File: config.mk
export PLATFORM = sky130hd
export DESIGN_NAME = two_button_press_classifier
export DESIGN_NICKNAME = d
export VERILOG_FILES = /design/src/hdl/tbpc_pkg.sv /design/src/hdl/tbpc_cfg.sv /design/src/hdl/tbpc_fsm.sv /design/src/hdl/two_button_press_classifier.sv
export VERILOG_INCLUDE_DIRS = /design/src /design/src/hdl
export SDC_FILE = /design/constraint.sdc
export NUM_CORES = 1
export LEC_CHECK = 0
export BUFFER_PORTS_ARGS = -buffer_cell sky130_fd_sc_hd__buf_4
export CAP_MARGIN = 20
export CORE_MARGIN = 2
export CORE_UTILIZATION = 60
export DETAILED_ROUTE_END_ITERATION = 8
export HOLD_SLACK_MARGIN = 0.03
export PLACE_DENSITY_LB_ADDON = 0.15
export REMOVE_ABC_BUFFERS = 1
export SLEW_MARGIN = 20
export SYNTH_ARGS = -nofsm -noshare
export SYNTH_HDL_FRONTEND = slang
export SYNTH_HIERARCHICAL = 1
export SYNTH_SLANG_ARGS = --single-unit
File: constraint.sdc
create_clock -name clk -period 3.9 [get_ports clk]
set_input_delay 0.585 -clock clk [delete_from_list [all_inputs] [get_ports clk]]
set_output_delay 0.585 -clock clk [all_outputs]
set_load 0.02 [all_outputs]
File: src/hdl/assert_macros.svh
`ifndef ASSERT_MACROS_SVH
`define ASSERT_MACROS_SVH

// Same-cycle implication, sampled on clk, off while rst_n is low.
`define ASSERT_SAME(label, ante, cons) \
    label: assert property (@(posedge clk) disable iff (!rst_n) (ante) |-> (cons)) \
        else $error("assertion failed");

// Next-cycle implication, sampled on clk, off while rst_n is low.
`define ASSERT_NEXT(label, ante, cons) \
    label: assert property (@(posedge clk) disable iff (!rst_n) (ante) |=> (cons)) \
        else $error("assertion failed");

`endif

File: src/hdl/tbpc_pkg.sv
`default_nettype none

package tbpc_pkg;

    localparam logic [2:0] CLS_IDLE         = 3'd0;
    localparam logic [2:0] CLS_UNDECIDED    = 3'd1;
    localparam logic [2:0] CLS_UP_SHORT     = 3'd2;
    localparam logic [2:0] CLS_DOWN_SHORT   = 3'd3;
    localparam logic [2:0] CLS_BOTH         = 3'd4;
    localparam logic [2:0] CLS_UP_LONG      = 3'd5;
    localparam logic [2:0] CLS_DOWN_LONG    = 3'd6;
    localparam logic [2:0] CLS_WAIT_RELEASE = 3'd7;

    localparam logic REG_LONG_HOLD = 1'b0;
    localparam logic REG_SHORT_MIN = 1'b1;

    localparam logic [7:0] LONG_HOLD_RESET = 8'd10;
    localparam logic [7:0] SHORT_MIN_RESET = 8'd2;

    typedef struct packed {
        logic [7:0] long_hold_ticks;
        logic [7:0] short_min_ticks;
    } tbpc_cfg_t;

    function automatic logic [7:0] sat_inc(input logic [7:0] v);
        sat_inc = (v == 8'hFF) ? v : v + 8'd1;
    endfunction

endpackage

`default_nettype wire

File: src/hdl/tbpc_cfg.sv
`default_nettype none

module tbpc_cfg (
    input  wire logic             clk,
    input  wire logic             rst_n,
    input  wire logic             cfg_we,
    input  wire logic             cfg_index,
    input  wire logic [7:0]       cfg_data,
    output tbpc_pkg::tbpc_cfg_t   cfg
);

    logic [7:0] long_hold_reg;
    logic [7:0] short_min_reg;

    always_ff @(posedge clk or negedge rst_n)
    begin
        if (!rst_n)
        begin
            long_hold_reg <= tbpc_pkg::LONG_HOLD_RESET;
            short_min_reg <= tbpc_pkg::SHORT_MIN_RESET;
        end
        else if (cfg_we)
        begin
            case (cfg_index)
                tbpc_pkg::REG_LONG_HOLD: long_hold_reg <= cfg_data;
                tbpc_pkg::REG_SHORT_MIN: short_min_reg <= cfg_data;
                default: ;
            endcase
        end
    end

    assign cfg.long_hold_ticks = long_hold_reg;
    assign cfg.short_min_ticks = short_min_reg;

endmodule

`default_nettype wire

File: src/hdl/tbpc_fsm.sv
`default_nettype none

module tbpc_fsm (
    input  wire logic             clk,
    input  wire logic             rst_n,
    input  wire logic             step,
    input  wire logic             mode,
    input  wire logic             up_pin_level,
    input  wire logic             down_pin_level,
    input  wire tbpc_pkg::tbpc_cfg_t cfg,
    output logic [2:0]            class_state
);

    logic [2:0] state_reg;
    logic [2:0] state_next;
    logic [7:0] up_cnt_reg;
    logic [7:0] up_cnt_next;
    logic [7:0] down_cnt_reg;
    logic [7:0] down_cnt_next;

    logic       up;
    logic       down;
    logic [7:0] up_inc;
    logic [7:0] down_inc;

    assign up       = ~up_pin_level;
    assign down     = ~down_pin_level;
    assign up_inc   = tbpc_pkg::sat_inc(up_cnt_reg);
    assign down_inc = tbpc_pkg::sat_inc(down_cnt_reg);

    always_comb
    begin
        state_next    = state_reg;
        up_cnt_next   = up_cnt_reg;
        down_cnt_next = down_cnt_reg;
        if (mode)
        begin
            // read consumes a pending short or both event
            if (state_reg inside {tbpc_pkg::CLS_UP_SHORT, tbpc_pkg::CLS_DOWN_SHORT,
                                  tbpc_pkg::CLS_BOTH})
            begin
                state_next = tbpc_pkg::CLS_WAIT_RELEASE;
            end
        end
        else
        begin
            case (state_reg)
                tbpc_pkg::CLS_IDLE:
                begin
                    if (up && down)
                    begin
                        state_next = tbpc_pkg::CLS_BOTH;
                    end
                    else if (up)
                    begin
                        up_cnt_next = up_inc;
                        state_next  = tbpc_pkg::CLS_UNDECIDED;
                    end
                    else if (down)
                    begin
                        down_cnt_next = down_inc;
                        state_next    = tbpc_pkg::CLS_UNDECIDED;
                    end
                end
                tbpc_pkg::CLS_UNDECIDED:
                begin
                    if (up && down)
                    begin
                        state_next = tbpc_pkg::CLS_BOTH;
                    end
                    else if (up_cnt_reg != 8'd0)
                    begin
                        if (up)
                        begin
                            up_cnt_next = up_inc;
                            if (up_inc >= cfg.long_hold_ticks)
                                state_next = tbpc_pkg::CLS_UP_LONG;
                        end
                        else if (up_cnt_reg >= cfg.short_min_ticks)
                            state_next = tbpc_pkg::CLS_UP_SHORT;
                        else
                            state_next = tbpc_pkg::CLS_WAIT_RELEASE;
                    end
                    else if (down_cnt_reg != 8'd0)
                    begin
                        if (down)
                        begin
                            down_cnt_next = down_inc;
                            if (down_inc >= cfg.long_hold_ticks)
                                state_next = tbpc_pkg::CLS_DOWN_LONG;
                        end
                        else if (down_cnt_reg >= cfg.short_min_ticks)
                            state_next = tbpc_pkg::CLS_DOWN_SHORT;
                        else
                            state_next = tbpc_pkg::CLS_WAIT_RELEASE;
                    end
                end
                tbpc_pkg::CLS_UP_LONG:
                begin
                    if (!up)
                        state_next = tbpc_pkg::CLS_WAIT_RELEASE;
                end
                tbpc_pkg::CLS_DOWN_LONG:
                begin
                    if (!down)
                        state_next = tbpc_pkg::CLS_WAIT_RELEASE;
                end
                tbpc_pkg::CLS_WAIT_RELEASE:
                begin
                    if (!up && !down)
                    begin
                        up_cnt_next   = 8'd0;
                        down_cnt_next = 8'd0;
                        state_next    = tbpc_pkg::CLS_IDLE;
                    end
                end
                default: ;
            endcase
        end
    end

    always_ff @(posedge clk or negedge rst_n)
    begin
        if (!rst_n)
        begin
            state_reg    <= tbpc_pkg::CLS_IDLE;
            up_cnt_reg   <= 8'd0;
            down_cnt_reg <= 8'd0;
        end
        else if (step)
        begin
            state_reg    <= state_next;
            up_cnt_reg   <= up_cnt_next;
            down_cnt_reg <= down_cnt_next;
        end
    end

    assign class_state = state_reg;

endmodule

`default_nettype wire

File: src/hdl/two_button_press_classifier.sv
// Path: an accepted item passes the input register, then the result register,
// where out_valid rises; out_stall can hold the item in the input register.
// Throughput: one item per cycle while out_stall is low; input and result
// registers let a new item enter while a finished result waits on out_stall.
// Reset (rst_n low, asynchronous): class idle, hold counters zero,
// long_hold_ticks 10, short_min_ticks 2, both channels empty.
`default_nettype none
`include "assert_macros.svh"

module two_button_press_classifier (
    input  wire logic       clk,
    input  wire logic       rst_n,
    input  wire logic       cfg_we,
    input  wire logic       cfg_index,
    input  wire logic [7:0] cfg_data,
    input  wire logic       in_valid,
    output logic            in_stall,
    input  wire logic       mode,
    input  wire logic       up_pin_level,
    input  wire logic       down_pin_level,
    output logic            out_valid,
    input  wire logic       out_stall,
    output logic [2:0]      press_class
);

    tbpc_pkg::tbpc_cfg_t cfg;

    logic       stage_v_reg;
    logic       stage_v_next;
    logic       mode_reg;
    logic       up_pin_reg;
    logic       down_pin_reg;
    logic       out_v_reg;
    logic       out_v_next;
    logic [2:0] press_class_reg;
    logic [2:0] class_state;
    logic       in_xfer;
    logic       advance;

    tbpc_cfg u_cfg (
        .clk       (clk),
        .rst_n     (rst_n),
        .cfg_we    (cfg_we),
        .cfg_index (cfg_index),
        .cfg_data  (cfg_data),
        .cfg       (cfg)
    );

    // staged item moves into the result register when that slot frees up
    assign advance  = stage_v_reg & (~out_v_reg | ~out_stall);
    assign in_stall = stage_v_reg & ~advance;
    assign in_xfer  = in_valid & ~in_stall;

    tbpc_fsm u_fsm (
        .clk            (clk),
        .rst_n          (rst_n),
        .step           (advance),
        .mode           (mode_reg),
        .up_pin_level   (up_pin_reg),
        .down_pin_level (down_pin_reg),
        .cfg            (cfg),
        .class_state    (class_state)
    );

    assign stage_v_next = in_xfer | (stage_v_reg & ~advance);
    assign out_v_next   = advance | (out_v_reg & out_stall);

    always_ff @(posedge clk or negedge rst_n)
    begin
        if (!rst_n)
        begin
            stage_v_reg <= 1'b0;
            out_v_reg   <= 1'b0;
        end
        else
        begin
            stage_v_reg <= stage_v_next;
            out_v_reg   <= out_v_next;
        end
    end

    always_ff @(posedge clk)
    begin
        if (in_xfer)
        begin
            mode_reg     <= mode;
            up_pin_reg   <= up_pin_level;
            down_pin_reg <= down_pin_level;
        end
        // result is the class as it stood before the item
        if (advance)
            press_class_reg <= class_state;
    end

    assign out_valid   = out_v_reg;
    assign press_class = press_class_reg;

    `ASSERT_SAME(a_stall_needs_item, in_stall, stage_v_reg)
    `ASSERT_NEXT(a_wait_exits_to_idle, class_state == tbpc_pkg::CLS_WAIT_RELEASE,
        class_state == tbpc_pkg::CLS_WAIT_RELEASE || class_state == tbpc_pkg::CLS_IDLE)
    `ASSERT_NEXT(a_read_consumes_both,
        advance && mode_reg && class_state == tbpc_pkg::CLS_BOTH,
        class_state == tbpc_pkg::CLS_WAIT_RELEASE)
    `ASSERT_NEXT(a_advance_fills_out, advance, out_v_reg)

endmodule

`default_nettype wire

==> results.cfg <==
[sta]
fin_skew_ps = 10.6
finalCriticalPeriod_ps = 3160
drv_slew = 0
worst_pin_slew_ps = 751
finalHoldViolCount = 0
finalSetupTns_ps = 0
relSlewSlack_pct = 49.5
period_share_pct = 81.0
setup_violations = 0
max_freq_ghz = 0.317
rsz0062_at_grt = no

[yosys]
synth_common_cells = ha_1, dfrtp_1, nand2_1
synth.cell_area_sq_um = 3210
synthMuxAreaShare_pct = 7.86
synth_area_leader_cell = dfrtp_1
ys_ff_latch = 43
synth_cell_types = 65
yosys_warnings = 6
yosys.area_share.xor_xnor_pct = 1.63
synth_compound_area_share_pct = 18.4
postSynthCellCount = 339
yosys.area_share.adder_pct = 14.0
synth_area_leaders = dfrtp_1, ha_1, edfxtp_1
synth_ff_type = dfrtp_1
yosys.area_share.simple_pct = 18.5
yosysSeqAreaShare_pct = 34.5
avgSynthCellArea_sq_um = 9.48
synth_top_family_by_area = simple AND/OR/NAND/NOR gates
synth.most_common_cell = ha_1
synth_edf_count = 6
async_flop_share_pct = 86.0
synth_top_area_share_pct = 26.5

[grt]
grt_pass1_wl_mm = 11.6
gr-total-overflow = 0
first_global_vias = 2386
grt_max_degree = 38
grt.total_usage_pct = 24.2
antenna_found_initial = 0

[power_and_ir_drop]
clockPowerShare_pct = 17.8
p_seq_share_pct = 38.5
combPwrFrac_pct = 43.7
power_switching_w = 0.000698
irDropWorstVdd_mv = 0.314
p_int_w = 0.000988
switching_share_pct = 41.4
p_leak_nw = 1.61
powerDensity_nw_per_um2 = 483

[place]
gp_congestion = 0.909
placed_cell_area_sq_um = 3390
numPortBuffers = 21
dpl.hpwl_mm = 5.32

[final_layout]
area_delta_synth_final_pct = 8.64
n_antenna_cell = 0
fin_area_sq_um = 3490
final_nets = 409
final_core_util_pct = 67.9
drive_above_1_share_pct = 17.6

[detailed_routing]
remaining_drc_errors = 0
wl_per_cell_um = 16.1
vias_per_cell = 6.01
first_pass_iters = 5
drt_iter0_markers = 188
ant_nets = 0
via_count = 2566
wirelength_mm = 6.87

[setup_path]
r2r-start = u_fsm/down_cnt_reg[3]$_DFFE_PN0P_
crit_fanout = 10
critPathCaptureType = flop
r2r_slack_ps = 740
rr_endpoint = u_fsm/class_state[0]$_DFFE_PN0P_
critical_path_class = reg -> reg
cp_data_required_time_ps = 4070
cp-start-kind = flop
arrival_ps = 3330
reg2reg_depth = 12

[floorplanning]
num_io_pins = 22
die_area_sq_um = 5960
fp-row-count = 26
die-width_um = 77.2
start_util_pct = 62.5
die_h_um = 77.2
fp.coreArea_sq_um = 5140

[cts]
clock_path_buffers = 2
cts_sinks = 43
cts_hold_repair.buffers = 0
postCtsSetupRepairBufs = 0
numCtsBuffers = 5
clock_latency_ps = 300
cts_max_level = 2
cts_tree = done
postCtsResizedCells = 0
cts-root-buf = clkbuf_8
clk_pin_slew_ps = 90

[job]
drv_cap = 0

[run_status]
status = complete, no violations

[worst_hold_path]
min_path_type = in -> async
==> worst max-delay path, stage by stage (launching register included) <==
cell	delay, ps
dfrtp_1	490
and3_1	190
and3_1	220
a21oi_1	370
nand3_1	180
xnor2_1	160
ha_1	290
a211oi_1	210
nor2_1	80
a2111oi_2	340
o21ai_1	160
o21ai_1	230
a2bb2oi_1	100
==> through the flow <==
step | setup slack, ps | hold slack [ps] | total power (W) | cells
final | 741 | 240 | 0.00169 | 427
after global routing | 430 | 266 | 0.00182 | 427
after CTS | 795 | 248 | 0.00168 | 427
after detailed placement | 808 | 488 | 0.00138 | 419
after global placement | 904 | 474 | 0.00136 | 419
after floorplan | 1070 | 289 | 0.00116 | 328
==> cells in the final DEF (no fill, tap or decap), drive strengths merged, types with 3 or more instances in the layout <==
master	count
o21a	3
a211oi	3
nor4b	3
a21oi	19
mux2	18
and3	3
a2bb2oi	3
nand2	31
nand3	16
nor2b	5
buf	21
dfrtp	34
dfstp	3
nor2	24
a31oi	3
inv	26
nor3	6
nand2b	4
edfxtp	6
a2111oi	3
xnor2	5
and2	3
clkbuf	6
o31ai	5
a21boi	3
ha	36
o21ai	29
==> how the worst max path moves through the flow <==
| stage | from | to | cells past startpoint |
|---|---|---|---|
| after detailed placement | u_fsm/down_cnt_reg[4]$_DFFE_PN0P_ | u_fsm/class_state[0]$_DFFE_PN0P_ | 12 |
| after floorplan | u_fsm/down_cnt_reg[5]$_DFFE_PN0P_ | u_fsm/class_state[0]$_DFFE_PN0P_ | 12 |
| after global routing | u_fsm/down_cnt_reg[3]$_DFFE_PN0P_ | u_fsm/class_state[2]$_DFFE_PN0P_ | 12 |
| final | u_fsm/down_cnt_reg[3]$_DFFE_PN0P_ | u_fsm/class_state[0]$_DFFE_PN0P_ | 12 |
| after CTS | u_fsm/down_cnt_reg[3]$_DFFE_PN0P_ | u_fsm/class_state[0]$_DFFE_PN0P_ | 12 |
| after global placement | u_fsm/down_cnt_reg[3]$_DFFE_PN0P_ | u_fsm/class_state[1]$_DFFE_PN0P_ | 12 |
==> power by group through the flow <==
stage,clock network [W],logic (W),registers (W)
6_report,0.000300,0.000736,0.000649
5_1_grt,0.000332,0.000824,0.000667
4_1_cts,0.000307,0.000723,0.000648
3_5_place_dp,0,0.000720,0.000657
3_3_place_gp,0,0.000700,0.000656
2_1_floorplan,0,0.000529,0.000631
==> cells by family after synthesis <==
kind of cell               Yosys count
AOI/OAI and AO/OA                   89
xor gates and xnor gates             6
adders and majority gates           36
buffers and inverters               37
DFF                                 43
muxes                               20
and+or+nand+nor                    108
==> cell type report <==
| cell class | instances | area [sq um] |
|---|---|---|
| clock inverter | 2 | 16.3 |
| inverter | 26 | 97.6 |
| timing repair buffer | 21 | 158 |
| clock buffer | 6 | 82.6 |
| multi-input combinational | 259 | 1940 |
| fill | 427 | 1650 |
| tap | 70 | 87.6 |
| sequential | 43 | 1110 |
==> layer usage <==
metal / up-vias / wire length (um) / global-route usage (%)
met5: - / 0 / 0
met3: 8 / 291 / 4.35
met4: 0 / 52 / 5.18
li1: 1272 / - / -
met1: 1210 / 3340 / 34.6
met2: 76 / 3190 / 38.3
No activity file was read; power rests on OpenSTA's default activity.
